### src/rtl/core/atm_pkg.sv
// Shared types, codes and pattern compare for the AT acknowledgement matcher.
`timescale 1ns / 1ps

package atm_pkg;

  localparam int BUFFER_BYTES = 1024;
  localparam int COUNT_W      = $clog2(BUFFER_BYTES);
  localparam int WINDOW_DEPTH = 8;
  localparam int PATTERNS     = 4;
  localparam int TIMEOUT_W    = 16;

  localparam logic [COUNT_W-1:0]   COUNT_LIMIT   = COUNT_W'(BUFFER_BYTES - 1);
  localparam logic [TIMEOUT_W-1:0] TIMEOUT_RESET = 16'd2000;
  localparam logic [TIMEOUT_W-1:0] ELAPSED_MAX   = 16'hFFFF;

  localparam logic [1:0] FUNC_START = 2'd0;
  localparam logic [1:0] FUNC_BYTE  = 2'd1;
  localparam logic [1:0] FUNC_TICK  = 2'd2;

  localparam logic [2:0] ACK_NONE  = 3'd0;
  localparam logic [2:0] ACK_OK    = 3'd1;
  localparam logic [2:0] ACK_ERROR = 3'd2;
  localparam logic [2:0] ACK_BUSY  = 3'd3;
  localparam logic [2:0] ACK_READY = 3'd4;

  localparam logic [1:0] CAUSE_MATCH   = 2'd0;
  localparam logic [1:0] CAUSE_TIMEOUT = 2'd1;
  localparam logic [1:0] CAUSE_FULL    = 2'd2;

  localparam logic [7:0] CH_LF    = 8'h0A;
  localparam logic [7:0] CH_CR    = 8'h0D;
  localparam logic [7:0] CH_ZERO  = 8'h00;

  typedef logic [WINDOW_DEPTH-1:0][7:0] window_t;

  typedef struct packed {
    logic [1:0] func;
    logic [7:0] byte_value;
  } atm_item_t;

  typedef struct packed {
    logic [2:0] ack_code;
    logic [1:0] end_cause;
  } atm_result_t;

  typedef struct packed {
    logic        emit;
    logic        waiting;
    atm_result_t result;
  } atm_status_t;

  // Bit p is set when acknowledgement p ends at byte b; w[0] is the most recent byte.
  function automatic logic [PATTERNS-1:0] pattern_hits(input logic [7:0] b, input window_t w);
    logic [PATTERNS-1:0] h;
    h[0] = (b == CH_LF) && (w[0] == CH_CR) && (w[1] == "K") && (w[2] == "O");
    h[1] = (b == CH_LF) && (w[0] == CH_CR) && (w[1] == "R") && (w[2] == "O") &&
           (w[3] == "R") && (w[4] == "R") && (w[5] == "E");
    h[2] = (b == ".") && (w[0] == ".") && (w[1] == ".") && (w[2] == "p") &&
           (w[3] == " ") && (w[4] == "y") && (w[5] == "s") && (w[6] == "u") &&
           (w[7] == "b");
    h[3] = (b == CH_LF) && (w[0] == CH_CR) && (w[1] == "y") && (w[2] == "d") &&
           (w[3] == "a") && (w[4] == "e") && (w[5] == "r");
    return h;
  endfunction

endpackage

### src/rtl/core/at_response_ack_matcher.sv
// Top level of the AT acknowledgement matcher for a UART reply stream.
//
// The in_ channel carries one beat per event: a start, a received UART byte or
// a one millisecond tick, selected by in_tuser. A start arms the matcher and
// clears its counters. Bytes build up lines; at each newline the line is
// checked for OK, ERROR, busy and ready acknowledgements in that priority.
// The wait also ends with no acknowledgement when the ticks reach timeout_ms
// or when the byte buffer fills. Each ended wait yields one beat on the out_
// channel; other input beats yield none.
// The timeout register is written through cfg_wr_en and cfg_wr_data and resets
// to 2000. The user must write it only while the block is idle; the block
// itself does not enforce this. A beat is registered at the input, decided by
// one level of logic and the result registered at the output. One input beat
// is taken every cycle unless the receiver stalls a held result.
// Reset clears the wait and leaves both channels empty. When the receiver
// stalls, the finished result is held; one further input beat is taken into
// the input register and in_tready then drops until the result is taken.
`timescale 1ns / 1ps

module at_response_ack_matcher (
  input  logic        clk,
  input  logic        rst_n,
  input  logic        in_tvalid,
  output logic        in_tready,
  input  logic [7:0]  in_tdata,    // [7:0] byte_value
  input  logic [1:0]  in_tuser,    // [1:0] func
  output logic        out_tvalid,
  input  logic        out_tready,
  output logic [7:0]  out_tdata,   // [2:0] ack_code, [7:3] zero
  output logic [1:0]  out_tuser,   // [1:0] end_cause
  input  logic        cfg_wr_en,
  input  logic [15:0] cfg_wr_data
);

  logic [atm_pkg::TIMEOUT_W-1:0] timeout_r;
  logic                          item_valid;
  atm_pkg::atm_item_t            in_item;
  atm_pkg::atm_item_t            item;
  atm_pkg::atm_status_t          status;
  atm_pkg::atm_result_t          out_result;
  logic                          out_free;
  logic                          take;

  always_ff @(posedge clk) begin
    if (!rst_n) begin
      timeout_r <= atm_pkg::TIMEOUT_RESET;
    end else if (cfg_wr_en) begin
      timeout_r <= cfg_wr_data;
    end
  end

  assign in_item = '{func: in_tuser, byte_value: in_tdata};
  assign take    = item_valid && out_free;

  atm_in_stage u_in_stage (
    .clk        (clk),
    .rst_n      (rst_n),
    .in_valid   (in_tvalid),
    .in_ready   (in_tready),
    .in_item    (in_item),
    .take       (take),
    .item_valid (item_valid),
    .item       (item)
  );

  atm_matcher u_matcher (
    .clk        (clk),
    .rst_n      (rst_n),
    .take       (take),
    .item       (item),
    .timeout_ms (timeout_r),
    .status     (status)
  );

  atm_out_stage u_out_stage (
    .clk        (clk),
    .rst_n      (rst_n),
    .take       (take),
    .status     (status),
    .out_valid  (out_tvalid),
    .out_ready  (out_tready),
    .out_free   (out_free),
    .out_result (out_result)
  );

  assign out_tdata = {5'b0, out_result.ack_code};
  assign out_tuser = out_result.end_cause;

  a_stall_only_on_output : assert property (@(posedge clk) disable iff (!rst_n)
    !in_tready |-> (out_tvalid && !out_tready))
    else $error("input stalled without a held result");

  a_end_clears_wait : assert property (@(posedge clk) disable iff (!rst_n)
    (take && status.emit) |=> !status.waiting)
    else $error("wait still armed after a result");

  a_match_has_code : assert property (@(posedge clk) disable iff (!rst_n)
    (out_tvalid && (out_tuser == atm_pkg::CAUSE_MATCH)) |-> (out_tdata[2:0] != atm_pkg::ACK_NONE))
    else $error("matched result without an acknowledgement code");

  a_emit_only_when_waiting : assert property (@(posedge clk) disable iff (!rst_n)
    (take && status.emit) |-> status.waiting)
    else $error("result produced while idle");

endmodule

### src/rtl/core/atm_in_stage.sv
// Input register slice holding one accepted beat for the matcher.
`timescale 1ns / 1ps

module atm_in_stage (
  input  logic              clk,
  input  logic              rst_n,
  input  logic              in_valid,
  output logic              in_ready,
  input  atm_pkg::atm_item_t in_item,
  input  logic              take,
  output logic              item_valid,
  output atm_pkg::atm_item_t item
);

  logic               valid_r;
  logic               valid_nxt;
  atm_pkg::atm_item_t item_r;

  assign in_ready   = !valid_r || take;
  assign item_valid = valid_r;
  assign item       = item_r;

  always_comb begin
    valid_nxt = valid_r;
    if (in_ready) begin
      valid_nxt = in_valid;
    end
  end

  always_ff @(posedge clk) begin
    if (!rst_n) begin
      valid_r <= 1'b0;
    end else begin
      valid_r <= valid_nxt;
    end
  end

  always_ff @(posedge clk) begin
    if (in_ready && in_valid) begin
      item_r <= in_item;
    end
  end

endmodule

### src/rtl/core/atm_matcher.sv
// Wait state, byte window, line flags and counters with the end decision.
`timescale 1ns / 1ps

module atm_matcher (
  input  logic                               clk,
  input  logic                               rst_n,
  input  logic                               take,
  input  atm_pkg::atm_item_t                 item,
  input  logic [atm_pkg::TIMEOUT_W-1:0]      timeout_ms,
  output atm_pkg::atm_status_t               status
);

  logic                              waiting_r, waiting_nxt;
  atm_pkg::window_t                  window_r, window_nxt;
  logic [atm_pkg::PATTERNS-1:0]      flags_r, flags_nxt;
  logic                              zero_r, zero_nxt;
  logic [atm_pkg::COUNT_W-1:0]       count_r, count_nxt;
  logic [atm_pkg::TIMEOUT_W-1:0]     elapsed_r, elapsed_nxt;

  logic [atm_pkg::COUNT_W-1:0]       count_inc;
  logic [atm_pkg::TIMEOUT_W-1:0]     elapsed_inc;
  logic                              zero_now;
  logic [atm_pkg::PATTERNS-1:0]      flags_all;
  logic                              emit;
  atm_pkg::atm_result_t              result;

  assign count_inc   = count_r + 1'b1;
  assign elapsed_inc = (elapsed_r == atm_pkg::ELAPSED_MAX) ? elapsed_r : elapsed_r + 1'b1;
  assign zero_now    = zero_r || (item.byte_value == atm_pkg::CH_ZERO);
  assign flags_all   = zero_now ? flags_r
                                : (flags_r | atm_pkg::pattern_hits(item.byte_value, window_r));

  always_comb begin
    waiting_nxt = waiting_r;
    window_nxt  = window_r;
    flags_nxt   = flags_r;
    zero_nxt    = zero_r;
    count_nxt   = count_r;
    elapsed_nxt = elapsed_r;
    emit        = 1'b0;
    result      = '{ack_code: atm_pkg::ACK_NONE, end_cause: atm_pkg::CAUSE_MATCH};
    case (item.func)
      atm_pkg::FUNC_START: begin
        waiting_nxt = 1'b1;
        window_nxt  = '0;
        flags_nxt   = '0;
        zero_nxt    = 1'b0;
        count_nxt   = '0;
        elapsed_nxt = '0;
      end
      atm_pkg::FUNC_TICK: begin
        if (waiting_r) begin
          elapsed_nxt = elapsed_inc;
          if (elapsed_inc >= timeout_ms) begin
            waiting_nxt      = 1'b0;
            emit             = 1'b1;
            result.end_cause = atm_pkg::CAUSE_TIMEOUT;
          end
        end
      end
      atm_pkg::FUNC_BYTE: begin
        if (waiting_r) begin
          count_nxt  = count_inc;
          window_nxt = {window_r[atm_pkg::WINDOW_DEPTH-2:0], item.byte_value};
          flags_nxt  = flags_all;
          zero_nxt   = zero_now;
          if (item.byte_value == atm_pkg::CH_LF) begin
            flags_nxt = '0;
            zero_nxt  = 1'b0;
          end
          if ((item.byte_value == atm_pkg::CH_LF) && (flags_all != '0)) begin
            waiting_nxt = 1'b0;
            emit        = 1'b1;
            if (flags_all[0]) begin
              result.ack_code = atm_pkg::ACK_OK;
            end else if (flags_all[1]) begin
              result.ack_code = atm_pkg::ACK_ERROR;
            end else if (flags_all[2]) begin
              result.ack_code = atm_pkg::ACK_BUSY;
            end else begin
              result.ack_code = atm_pkg::ACK_READY;
            end
          end else if (count_inc >= atm_pkg::COUNT_LIMIT) begin
            waiting_nxt      = 1'b0;
            emit             = 1'b1;
            result.end_cause = atm_pkg::CAUSE_FULL;
          end
        end
      end
      default: begin
      end
    endcase
  end

  assign status = '{emit: emit, waiting: waiting_r, result: result};

  always_ff @(posedge clk) begin
    if (!rst_n) begin
      waiting_r <= 1'b0;
      window_r  <= '0;
      flags_r   <= '0;
      zero_r    <= 1'b0;
      count_r   <= '0;
      elapsed_r <= '0;
    end else if (take) begin
      waiting_r <= waiting_nxt;
      window_r  <= window_nxt;
      flags_r   <= flags_nxt;
      zero_r    <= zero_nxt;
      count_r   <= count_nxt;
      elapsed_r <= elapsed_nxt;
    end
  end

endmodule

### src/rtl/core/atm_out_stage.sv
// Result register that holds a finished beat until the receiver takes it.
`timescale 1ns / 1ps

module atm_out_stage (
  input  logic                 clk,
  input  logic                 rst_n,
  input  logic                 take,
  input  atm_pkg::atm_status_t status,
  output logic                 out_valid,
  input  logic                 out_ready,
  output logic                 out_free,
  output atm_pkg::atm_result_t out_result
);

  logic                 valid_r, valid_nxt;
  atm_pkg::atm_result_t result_r;

  assign out_free   = !valid_r || out_ready;
  assign out_valid  = valid_r;
  assign out_result = result_r;

  always_comb begin
    valid_nxt = valid_r;
    if (take) begin
      valid_nxt = status.emit;
    end else if (out_ready) begin
      valid_nxt = 1'b0;
    end
  end

  always_ff @(posedge clk) begin
    if (!rst_n) begin
      valid_r <= 1'b0;
    end else begin
      valid_r <= valid_nxt;
    end
  end

  always_ff @(posedge clk) begin
    if (take && status.emit) begin
      result_r <= status.result;
    end
  end

endmodule

### config.mk
export PLATFORM = sky130hd
export DESIGN_NAME = at_response_ack_matcher
export DESIGN_NICKNAME = d
export VERILOG_FILES = /design/src/rtl/core/atm_pkg.sv /design/src/rtl/core/at_response_ack_matcher.sv /design/src/rtl/core/atm_in_stage.sv /design/src/rtl/core/atm_matcher.sv /design/src/rtl/core/atm_out_stage.sv
export SDC_FILE = /design/constraint.sdc
export NUM_CORES = 1
export LEC_CHECK = 0
export BUFFER_PORTS_ARGS = -buffer_cell sky130_fd_sc_hd__buf_2
export CAP_MARGIN = 5
export CORE_MARGIN = 2
export CORE_UTILIZATION = 40
export CTS_CLUSTER_SIZE = 25
export DETAILED_ROUTE_END_ITERATION = 7
export SKIP_CTS_REPAIR_TIMING = 1
export SLEW_MARGIN = 20
export SYNTH_ARGS = -nofsm -noshare
export SYNTH_HDL_FRONTEND = slang
export SYNTH_HIERARCHICAL = 1
export SYNTH_SLANG_ARGS = --single-unit
export TNS_END_PERCENT = 50
### constraint.sdc
create_clock -name clk -period 3.45 [get_ports clk]
set_clock_uncertainty 0.1 [all_clocks]
set_input_delay 0.69 -clock clk [delete_from_list [all_inputs] [get_ports clk]]
set_output_delay 0.69 -clock clk [all_outputs]
set_load 0.02 [all_outputs]
# Word level (Yosys, flattened, before mapping)
# Cells that the tools add are included.
[classes]
eq_ne = 27
n_lt_le_gt_ge = 2
n_bitwise = 4
reduce_logical = 43
muxes = 37
n_addsub = 2
[ops]
columns = ["operator", "count"]
rows = [
  ["$eq A8 B7 Y1 const B", 16],
  ["$pmux W64 S2", 1],
  ["$mux W64", 1],
  ["$eq A8 B6 Y1 const B", 4],
  ["$mux W16", 2],
  ["$pmux W16 S2", 1],
  ["$logic_and A1 B1 Y1", 25],
  ["$pmux W10 S2", 1],
  ["$add A16 B1 Y16 const B", 1],
  ["$eq A16 B16 Y1 const B", 1],
  ["$eq A8 B4 Y1 const B", 2],
  ["$ge A16 B16 Y1", 1],
  ["$mux W1", 16],
  ["$mux W4", 3],
  ["$add A10 B1 Y10 const B", 1],
  ["$ge A10 B10 Y1 const B", 1],
  ["$mux W10", 1],
  ["$mux W3", 3],
  ["$reduce_and A3 Y1", 3],
  ["$logic_not A8 Y1", 1],
  ["$pmux W4 S2", 1],
  ["$mux W2", 3],
  ["$reduce_bool A2 Y1", 3],
  ["$reduce_or A5 Y1", 1],
  ["15 further kinds", 22],
]
[word_totals]
ff_bits = 129
inputBits = 31
out_inout_bits = 12
word_cells = 137

# Logic depth before layout (Yosys ltp)
# Gate-level depths: netlist (run 1).
[logic_depth]
word_depth = 17
mapped_depth = 16
depth_no_buf = 15

# Modules after synthesis
# Netlist (run 1), hierarchy kept.
[by_module_without_submodules]
columns = ["mod", "cells_each", "area_each_um2", "n_inst", "seq_area_each_um2"]
rows = [
  ["atm_matcher", 616, 5144.9, 1, 1921.8],
  ["at_response_ack_matcher", 58, 648.1, 1, 320.3],
  ["atm_in_stage", 15, 357.8, 1, 320.3],
  ["atm_out_stage", 10, 202.7, 1, 170.2],
]

# Worst setup path after synthesis (run 1)
# OpenSTA, ideal clock, no wires.
[synth_path]
kind = "reg-to-reg"
startpoint = "register u_matcher/elapsed_r[0] (netlist bit)"
endpoint = "register u_out_stage.valid_r (netlist: u_out_stage/out_valid)"
t_required_ns = 3.235
arrival_ns = 3.195
period_less_slack_ns = 3.410
path_slack_ns = 0.040
stages_incl_launch_ff = 17
setup_time_ns = 0.115
n_path_buf = 1
cell_sequence = "dfxtp_1 -> ha_1 -> nand2_1 -> nor4_4 -> a2111oi_2 -> nand3_1 -> xnor2_1 -> ha_1 -> a21o_1 -> a21o_1 -> a21oi_1 -> o21ai_0 -> o2111a_1 -> o21bai_1 -> buf_4 -> and2_4 -> o21a_1"
[synth_between]
elab_chain_cells = 7
word_cells_on_any_way = 8
cone_classes = "1 x add/sub; 1 x order compare; 1 x eq/ne; 5 x mux"
[synth_rtl]
columns = ["element", "line_no", "rtl"]
rows = [
  ["from (decl)", "atm_matcher.sv:18", "logic [atm_pkg::TIMEOUT_W-1:0] elapsed_r, elapsed_nxt;"],
  ["from (signal assigned)", "atm_matcher.sv:111", "elapsed_r <= elapsed_nxt;"],
  ["$add A16 B1 Y16 / $eq A16 B16 Y1 (equally long branches)", "atm_matcher.sv:28", "assign elapsed_inc = (elapsed_r == atm_pkg::ELAPSED_MAX) ? elapsed_r : elapsed_r + 1'b1;"],
  ["$mux W16 (*)", "atm_matcher.sv:28", ""],
  ["$ge A16 B16 Y1 (*)", "atm_matcher.sv:54", "if (elapsed_inc >= timeout_ms) begin"],
  ["$mux W1 (*)", "atm_matcher.sv:54", ""],
  ["$mux W1 (*)", "atm_matcher.sv:52", "if (waiting_r) begin"],
  ["$pmux W1 S2 (*)", "atm_matcher.sv:42", "case (item.func)"],
  ["net u_matcher.emit", "atm_matcher.sv:24", "logic emit;"],
  ["$mux W1 (*)", "atm_out_stage.sv:24", "if (take) begin"],
  ["net u_out_stage.valid_nxt", "atm_out_stage.sv:15", "logic valid_r, valid_nxt;"],
  ["to (signal assigned)", "atm_out_stage.sv:35", "valid_r <= valid_nxt;"],
  ["to (decl)", "atm_out_stage.sv:15", ""],
]
# The timed path passes the listed nets; every way through them passes the cells marked *.
# A chain may end at the register's enable or synchronous reset.

==> results summary, run 1 <==
The mean post-synth cell area is 9.09 µm². The global-route total usage across every layer came out at a little under a fifth. The die span in x is 130 µm. In this run the worst path has a maximum fanout of 6. The number of DRC violations after detailed-routing iteration 0 is 338.

Setup repair after global routing could not meet its margin everywhere. TritonCTS built the clock tree. After layout, the worst setup slack is -0.0245 ns. During placement, the flow inserted port buffers numbering 37. The worst path in the final design needs a cycle of 3.47 ns, including I/O delays and setup. The largest individual stage delay along the critical path comes from the cell sky130_fd_sc_hd__dfxtp_1. The total number of yosys warnings is 6.

The peak per-stage delay on the critical path is 0.34 ns. The detailed router put a total of 7320 µm of wire on met1. Dividing the detail-routed via count by the number of cells gives 5.32. The worst setup path is of the register to register kind.

The iteration count of the initial detailed-routing pass is 5. The amount of wire on met3 after detailed routing is 554 µm. The worst min-delay path startpoint is in_tdata[2]. The effective utilization at floorplan came out at 40.4%.

The required time of the worst setup path is 3.66 ns. Per report_power, the sequential group accounts for 45.1% of the total. The net load switching power is 807 µW.

The share of layout cells above drive strength 1 is 17.6%. The fraction of power spent switching nets is 23.3%. Detailed placement finished with a half-perimeter wire length of just under 10000 µm. The number of slew-limit violations in the final report came out at 0. The repair_antennas step left the layout with diodes totalling 0. Summed over all layers, the global routing overflow is 0. The vertical die dimension came out at 130 µm. The total wirelength of the detailed-routed design came out at 14700 µm. The share of the cycle needed by the critical path after routing is 101%.

The post-route non-filler standard cell count is around 980. The portion of total power attributed to the clock network came out at 50.0%. The post-route DRC violation count came out at 0.

Across all register-to-register paths, the minimum setup slack is -0.02 ns. The pin count of the biggest net entering global routing came out at 91. The number of global-route vias before repair was 4816. The routed length on met2 came out at 6590 µm. Clock-pin slew was measured on the worst setup and hold paths at 0.06 ns.

The synthesis-to-layout area growth came out at 19.4%. The vias after detailed routing is 5196. Setup violations remaining at the end of the flow were counted as 1.

Power spread over the standard cell area amounts to 457 nW/µm². The worst register-to-register path ends at u_out_stage/out_valid. The achievable clock frequency came out at 288 MHz.

For this design the top-level I/O count stands at 43. The slew at the pin closest to its max-slew limit came out at 0.703 ns. The cell area that synthesis handed to floorplanning was 6350 µm².

The startpoint identified for the worst register-to-register timing path is u_matcher/elapsed_r[5]. The worst setup path is launched from a register. The number of antenna violations at the first check in global routing came out at 0. The worst supply voltage drop on vdd is 0.000342 V. In this run the worst setup path begins at u_matcher/elapsed_r[5]. The data arrival time of the worst path came out at 3.69 ns. The remaining antenna violation count is 0. The cell count after placement is roughly 940.

The worst slew margin relative to its limit is 53.2%. Following the worst setup path forward leads to its endpoint at u_out_stage/out_valid. The signal on the critical path passes through nand3_2, buf_4, nor3_1, and4_2, a21oi_1, o21ai_0, ha_1, a21o_1, a21o_1, a21oi_1, o21ai_2, o2111a_1, o21bai_1, and2_4, o21a_1. The number of endpoints with negative hold slack in the final report was 0.

In this run the standard cell core region covers 15700 µm². The synthesized instance count came out at roughly 700. In this run the core area contains 46 standard-cell rows. The final RePlAce weighted congestion is 0.812. The worst-case hold slack is about 0.34 ns. Counting the buffers created by CTS gives 17.

The root buffer cell is sky130_fd_sc_hd__clkbuf_16. The max capacitance violation total came out at 0. STA classifies the critical path endpoint as a register. The total internal power is 2660 µW.

The clock latency on the worst-skew pair came out at 0.43 ns. The power share of the combinational group came out at 4.9%. The path category of the worst min-delay check is input port to register. The TritonCTS sink count is 129. The critical path crosses 15 cells after its start point. The run finished, with violations left.

The total number of nets in the final design came out at 801. The number of cells on the worst reg-to-reg path came out at 15. The leakage component of the power is 0.00286 µW. The final reports fail on negative setup slack. The uppermost layer routed is met4. The detail-routed net length per standard cell came out at around 15 µm. The first global-routing pass estimated between 20000 and 25000 µm of wire.

The kind of cell with the highest combined delay along the critical path is compound AO/OA/AOI/OAI gates. The deepest level of the CTS H-tree came out at 4. The buffer depth of the longest clock path is 2. The floorplan step defined a die boundary enclosing around 17000 µm². The combined buffer and inverter count along the critical path is 1.
-- sequential cells by signal, summed over array words and instances, names as in the netlist --
signal                  cells
u_matcher/window_r         64
timeout_r                  16
u_matcher/elapsed_r        16
u_in_stage/item            10
u_matcher/count_r          10
u_out_stage/out_result      5
u_matcher/flags_r           4
u_in_stage/item_valid       1
u_matcher/waiting_r         1
u_matcher/zero_r            1
u_out_stage/out_valid       1
-- worst register-to-register path: cells and delay by family (launching register included) --
family / cells / cell delay [ns]
flip-flops: 1 / 0.34
AND/OR/NAND/NOR: 4 / 0.94
adder cells (fa/ha/maj): 1 / 0.29
buffers and inverters: 1 / 0.18
AO/OA/AOI/OAI: 9 / 1.53
-- metrics by stage --
| step | util [%] | area [µm²] | total power, µW | TNS, ns | worst slack [ns] |
|---|---|---|---|---|---|
| final | 48.2 | 7580 | 3460 | -0.0245 | -0.0245 |
| after global routing | 48.2 | 7580 | 3580 | -0.584 | -0.127 |
| after CTS | 47.1 | 7400 | 3500 | -0.793 | -0.150 |
| after detailed placement | 43.4 | 6820 | 1760 | -0.633 | -0.120 |
| after global placement | 43.4 | 6820 | 1760 | -0.387 | -0.0775 |
| after floorplan | - | 6360 | 1710 | 0 | 0.0404 |
-- layout by cell type, fill, tap and decap left out, types with 3 or more instances in the layout --
cell type	n
sky130_fd_sc_hd__dfxtp_1	112
sky130_fd_sc_hd__nor2b_1	62
sky130_fd_sc_hd__nand2_1	59
sky130_fd_sc_hd__nand3_1	49
sky130_fd_sc_hd__a22oi_1	42
sky130_fd_sc_hd__buf_2	37
sky130_fd_sc_hd__a21boi_0	33
sky130_fd_sc_hd__buf_4	31
sky130_fd_sc_hd__inv_1	26
sky130_fd_sc_hd__nor2_1	24
sky130_fd_sc_hd__a21oi_1	23
sky130_fd_sc_hd__o21ai_0	22
sky130_fd_sc_hd__ha_1	21
sky130_fd_sc_hd__clkbuf_16	19
sky130_fd_sc_hd__mux2i_1	17
sky130_fd_sc_hd__edfxtp_1	15
sky130_fd_sc_hd__nand4_1	12
sky130_fd_sc_hd__nor3_1	11
sky130_fd_sc_hd__and2_1	9
sky130_fd_sc_hd__nor3b_1	8
sky130_fd_sc_hd__a21o_1	8
sky130_fd_sc_hd__and3_1	7
sky130_fd_sc_hd__nor4_1	7
sky130_fd_sc_hd__xnor2_1	6
sky130_fd_sc_hd__conb_1	5
sky130_fd_sc_hd__nand2b_1	5
sky130_fd_sc_hd__xor2_1	5
sky130_fd_sc_hd__nor4b_1	5
sky130_fd_sc_hd__a31oi_1	4
sky130_fd_sc_hd__o21a_1	4
sky130_fd_sc_hd__nand4b_1	4
sky130_fd_sc_hd__inv_6	3
sky130_fd_sc_hd__clkinv_2	3
sky130_fd_sc_hd__o211a_1	3
sky130_fd_sc_hd__nand3_2	3
sky130_fd_sc_hd__and4b_1	3
-- layer usage --
| metal | global-route usage [%] | vias up |
|---|---|---|
| met5 | 0 | - |
| met1 | 25.9 | 2469 |
| li1 | - | 2588 |
| met3 | 3.65 | 19 |
| met2 | 26.3 | 120 |
| met4 | 7.65 | 0 |
-- worst min-delay path by stage --
stage | end | depth (start not counted) | slack [ns]
3_5_place_dp | u_matcher/window_r[59] | 2 | 0.36
5_1_grt | u_in_stage/item[6] | 1 | 0.32
6_report | u_in_stage/item[2] | 1 | 0.34
3_3_place_gp | u_matcher/window_r[60] | 2 | 0.35
2_1_floorplan | u_matcher/window_r[60] | 2 | 0.34
4_1_cts | u_in_stage/item[2] | 1 | 0.32
-- power by group through the flow --
| stage | combinational [µW] | sequential [µW] | clock (µW) |
|---|---|---|---|
| 3_3_place_gp | 164 | 1590 | 0 |
| 6_report | 169 | 1560 | 1730 |
| 5_1_grt | 189 | 1560 | 1830 |
| 2_1_floorplan | 129 | 1580 | 0 |
| 4_1_cts | 167 | 1560 | 1770 |
| 3_5_place_dp | 166 | 1590 | 0 |
-- layout make-up --
type                    instances  area (µm²)
clock inverters                10        71.3
fillers                      1484        8140
multi-input cells             502        3430
clock buffers                  22         507
flip-flops and latches        129        2740
repair buffers                 71         469
inverters                      26        97.6
well taps                     216         270
Note: power is estimated with default switching activity, not from simulation.
==> run 2: changes to the inputs <==
Settings changed: SYNTH_HIERARCHICAL 1 to default.
==> run 2 against run 1 <==
Against the previous run: the run still ends with negative setup slack left; design area barely moved; first-iteration DRC count rose by 26%; combinational power rose by 3%; global-route usage rose by 0.49 points; critical path type unchanged; critical endpoint is now u_out_stage.out_result[1]; largest cell class unchanged; largest power group unchanged; highest routed layer unchanged.
==> results summary, run 2 <==
The effective utilization at floorplan is 40.5% (+0.14 points). By startpoint and endpoint, the worst setup path is classified as register to register. The number of setup violations in the final report came out at 1 (unchanged). The vertical die dimension is 130 µm (+0.17%). The clock latency on the worst-skew pair came out at 0.42 ns (about the same). The sum of negative setup slack came out at -0.00862 ns (+0.0158 ns).

The total wirelength of the detailed-routed design was 15000 µm (+2.0%). The synthesized instance count came out at 732 (+4.9%). The remaining antenna violation count is 0 (unchanged).

The achievable clock frequency came out at 289 MHz (+0.46%). The library cell used most frequently in the layout, excluding fill and tap cells, is sky130_fd_sc_hd__dfxtp_1. The global-route wire length before repair came out at 25000 µm (+4.0%). The maximum fanout encountered on the critical timing path is 5 (-1). The final worst slack came to -0.00862 ns (+0.0158 ns).

The max capacitance violation total is 0 (unchanged). The total number of placement rows came to 46 (unchanged). In this run the clock root is driven by a sky130_fd_sc_hd__clkbuf_16. The required time of the worst setup path came out at 3.46 ns (-0.20 ns). The run finished, with violations left. The mean post-synth cell area was 8.70 µm² (-4.3%). The vias after detailed routing came to 5314 (+2.3%). The detail-routed net length per standard cell is 15.1 µm (about the same). The final RePlAce weighted congestion came out at 0.851 (+4.8%). The area share of the largest cell type after synthesis came out at a little over a third. The synthesis-to-layout area growth came out at 18.9%. The antenna diode count came out at 0 (unchanged). The most common cell in the synthesized netlist is sky130_fd_sc_hd__dfxtp_1. The via count normalized by instance count came out at 5.34 (+0.32%).

The largest registers in the layout are u_matcher.window_r x64, timeout_r x16, u_matcher.elapsed_r x16. The net load switching power came out at 820 µW (+1.6%). The worst-case hold slack was 0.344 ns (+0.00494 ns). The global-route total usage across every layer is 18.5% (+0.49 points). The final HPWL from detailed placement came out at 9800 µm (-0.89%). The worst setup path is captured at a register. The synthesized design contains 129 register bits. The worst setup slack after placement was -0.0346 ns (+0.0851 ns).

The pin count of the biggest net entering global routing is 74 (-19%). The netlist area before placement is 6370 µm² (+0.34%). The total number of nets in the final design came out at 821 (+2.5%). The data arrival time of the worst path came out at 3.47 ns (-0.22 ns). The number of endpoints with negative hold slack in the final report was 0 (unchanged). The TritonCTS sink count came to 129 (unchanged). The power share of the sequential group came out at 43.2% (-1.9 points). The core area was 15700 µm² (unchanged). The main flop type after synthesis is sky130_fd_sc_hd__dfxtp_1. The mux share of post-synthesis cell area came out at 2.10%. The commonest cells after synthesis are sky130_fd_sc_hd__dfxtp_1, sky130_fd_sc_hd__nand2_1, sky130_fd_sc_hd__nand3_1. The iteration count of the initial detailed-routing pass came out at 4 (-1). The flip-flop count of the largest register after layout came out at 64 (unchanged). The share of flip-flops with an asynchronous set or reset after synthesis came out at 0%.

The die span in x is 130 µm (+0.17%). The leakage component of the power was 0.00279 µW (-2.3%). The worst slew margin relative to its limit is 45.9% (-7.2 points). The total die area came out at 16900 µm² (+0.33%). The power density over the cells came out at 476 nW/µm² (+4.2%). The final critical-path required period came to 3.46 ns (-0.0158 ns). More flip-flops sit in one register than any other, and that register is u_matcher.window_r. The number of antenna violations at the first check in global routing came to 0 (unchanged). TritonCTS built the clock tree. The final reports fail on negative setup slack. STA classifies the critical path startpoint as a register. Of the total synthesized cell area, the portion taken by XOR and XNOR cells is approximately 2.1%. The number of filler instances in the final layout was 1450 (-2.3%). After synthesis, the cell types taking the most area are sky130_fd_sc_hd__dfxtp_1, sky130_fd_sc_hd__a21boi_0, sky130_fd_sc_hd__edfxtp_1.

The share of the cycle needed by the critical path after routing is 100% (-0.46 points). The number of DRC violations after detailed-routing iteration 0 is 425 (+26%). The largest total area in the synthesized netlist belongs to sky130_fd_sc_hd__dfxtp_1. Leaving out fill and tap cells, the most frequent cells in the layout are sky130_fd_sc_hd__dfxtp_1, sky130_fd_sc_hd__nand2_1, sky130_fd_sc_hd__nand3_1.

The number of I/O port buffers is 37 (unchanged). The part of the Yosys area used for sequential elements is 42.9%. The clock slew at the register clock pins of the worst setup and hold paths is 0.06 ns (about the same). The buffer depth of the longest clock path came out at 2 (unchanged). The power share of the combinational group came out at 4.8% (about the same). The multi-input gate area in the final layout came to 3460 µm² (+1.1%). The total number of yosys warnings was 0 (-6). The post-route DRC violation count came out at 0 (unchanged). The synthesized netlist devotes between 20% and 30% of its cell area to simple gates. The number of slew-limit violations in the final report came to 0 (unchanged). The number of synthesized flops with an enable pin came out at 15. The power consumption is 3610 µW (+4.1%).

The number of clock buffers inserted by TritonCTS came to 17 (unchanged). In this run, distinct cell masters in the synthesized netlist total 62. The deepest level of the CTS H-tree came out at 4 (unchanged). Setup repair after global routing could not meet its margin everywhere. The total internal power came out at 2790 µW (+4.9%). The portion of total power attributed to the clock network is 52.0% (+2.0 points). The slew at the pin closest to its max-slew limit came to 0.806 ns (+0.103 ns). The number of global-route vias before repair is 5069 (+5.3%).

Of the total synthesized cell area, the portion taken by full adders, half adders and majority gates is 4.52%. The count of boundary I/O pins is 43 (unchanged). The area of all sequential standard cells came out at 2740 µm² (about the same). The fraction of power spent switching nets was 22.7% (-0.57 points). The worst supply voltage drop on vdd is 0.000432 V (+27%). The post-synthesis compound-gate area fraction is 17.0%.

After synthesis, the largest family of logic cells by area is simple AND/OR/NAND/NOR gates. The total grt overflow is 0 (unchanged). The share of layout cells above drive strength 1 is 15.7% (-2.0 points). The worst hold path belongs to the class input port to register.
[run 2: path summary, 6_finish.rpt]
check	end	start	slack [ns]	depth (start not counted)
worst max-delay path	u_out_stage.out_result[1]	u_matcher.elapsed_r[9]	-0.009	15
worst min-delay path	u_in_stage.item[2]	in_tdata[2]	0.34	1
worst max register to register	u_out_stage.out_result[1]	u_matcher.elapsed_r[9]	-0.009	15
worst min register to register	u_matcher.window_r[63]	u_matcher.window_r[63]	0.36	2
[run 2: critical path: stages, from the launching register on]
cell	delay, ns
sky130_fd_sc_hd__dfxtp_2	0.35
sky130_fd_sc_hd__and4_4	0.25
sky130_fd_sc_hd__nand4_4	0.11
sky130_fd_sc_hd__nor4_4	0.30
sky130_fd_sc_hd__buf_4	0.19
sky130_fd_sc_hd__nor2_4	0.04
sky130_fd_sc_hd__and3_4	0.15
sky130_fd_sc_hd__xor2_1	0.17
sky130_fd_sc_hd__ha_1	0.31
sky130_fd_sc_hd__a21o_1	0.13
sky130_fd_sc_hd__a21oi_2	0.05
sky130_fd_sc_hd__o221ai_2	0.19
sky130_fd_sc_hd__a21oi_2	0.07
sky130_fd_sc_hd__o41ai_4	0.41
sky130_fd_sc_hd__nand2_2	0.13
sky130_fd_sc_hd__a21oi_4	0.21
[run 2: per-stage QoR]
stage / util (%) / instances / area, µm²
4_1_cts: 47.5 / 991 / 7470
6_report: 48.2 / 995 / 7570
3_5_place_dp: 43.5 / 960 / 6840
5_1_grt: 48.2 / 995 / 7570
2_1_floorplan: - / 736 / 6400
3_3_place_gp: 43.5 / 960 / 6840
[run 2: cells by family after synthesis]
logic type	Yosys count
and+or+nand+nor	324
DFF	129
muxes	13
xor gates and xnor gates	15
adders and majority gates	23
AOI/OAI and AO/OA	156
other	1
buffers and inverters	71
[run 2: final cells by class]
class                   instances  area share, %
clock buffers                  23           7.16
inverters                      22           1.09
repair buffers                 61           5.16
flip-flops and latches        129           36.1
multi-input cells             536           45.7
clock inverters                 8           1.16
well taps                     216           3.57
[run 2: per-layer routing]
layer,up-vias,share of wire (%),track usage (%),wire length (µm)
li1,2671,-,-,-
met1,2523,47,24.4,7000
met2,102,48,29.8,7190
met3,18,3.8,4.72,571
met4,0,1.6,6.01,242
met5,-,0,0,0
[run 2: power groups by stage]
stage          sequential [µW]  combinational [µW]  clock, µW
2_1_floorplan             1580                 125          0
3_3_place_gp              1590                 169          0
3_5_place_dp              1590                 172          0
4_1_cts                   1560                 173       1920
5_1_grt                   1560                 192       1990
6_report                  1560                 174       1880
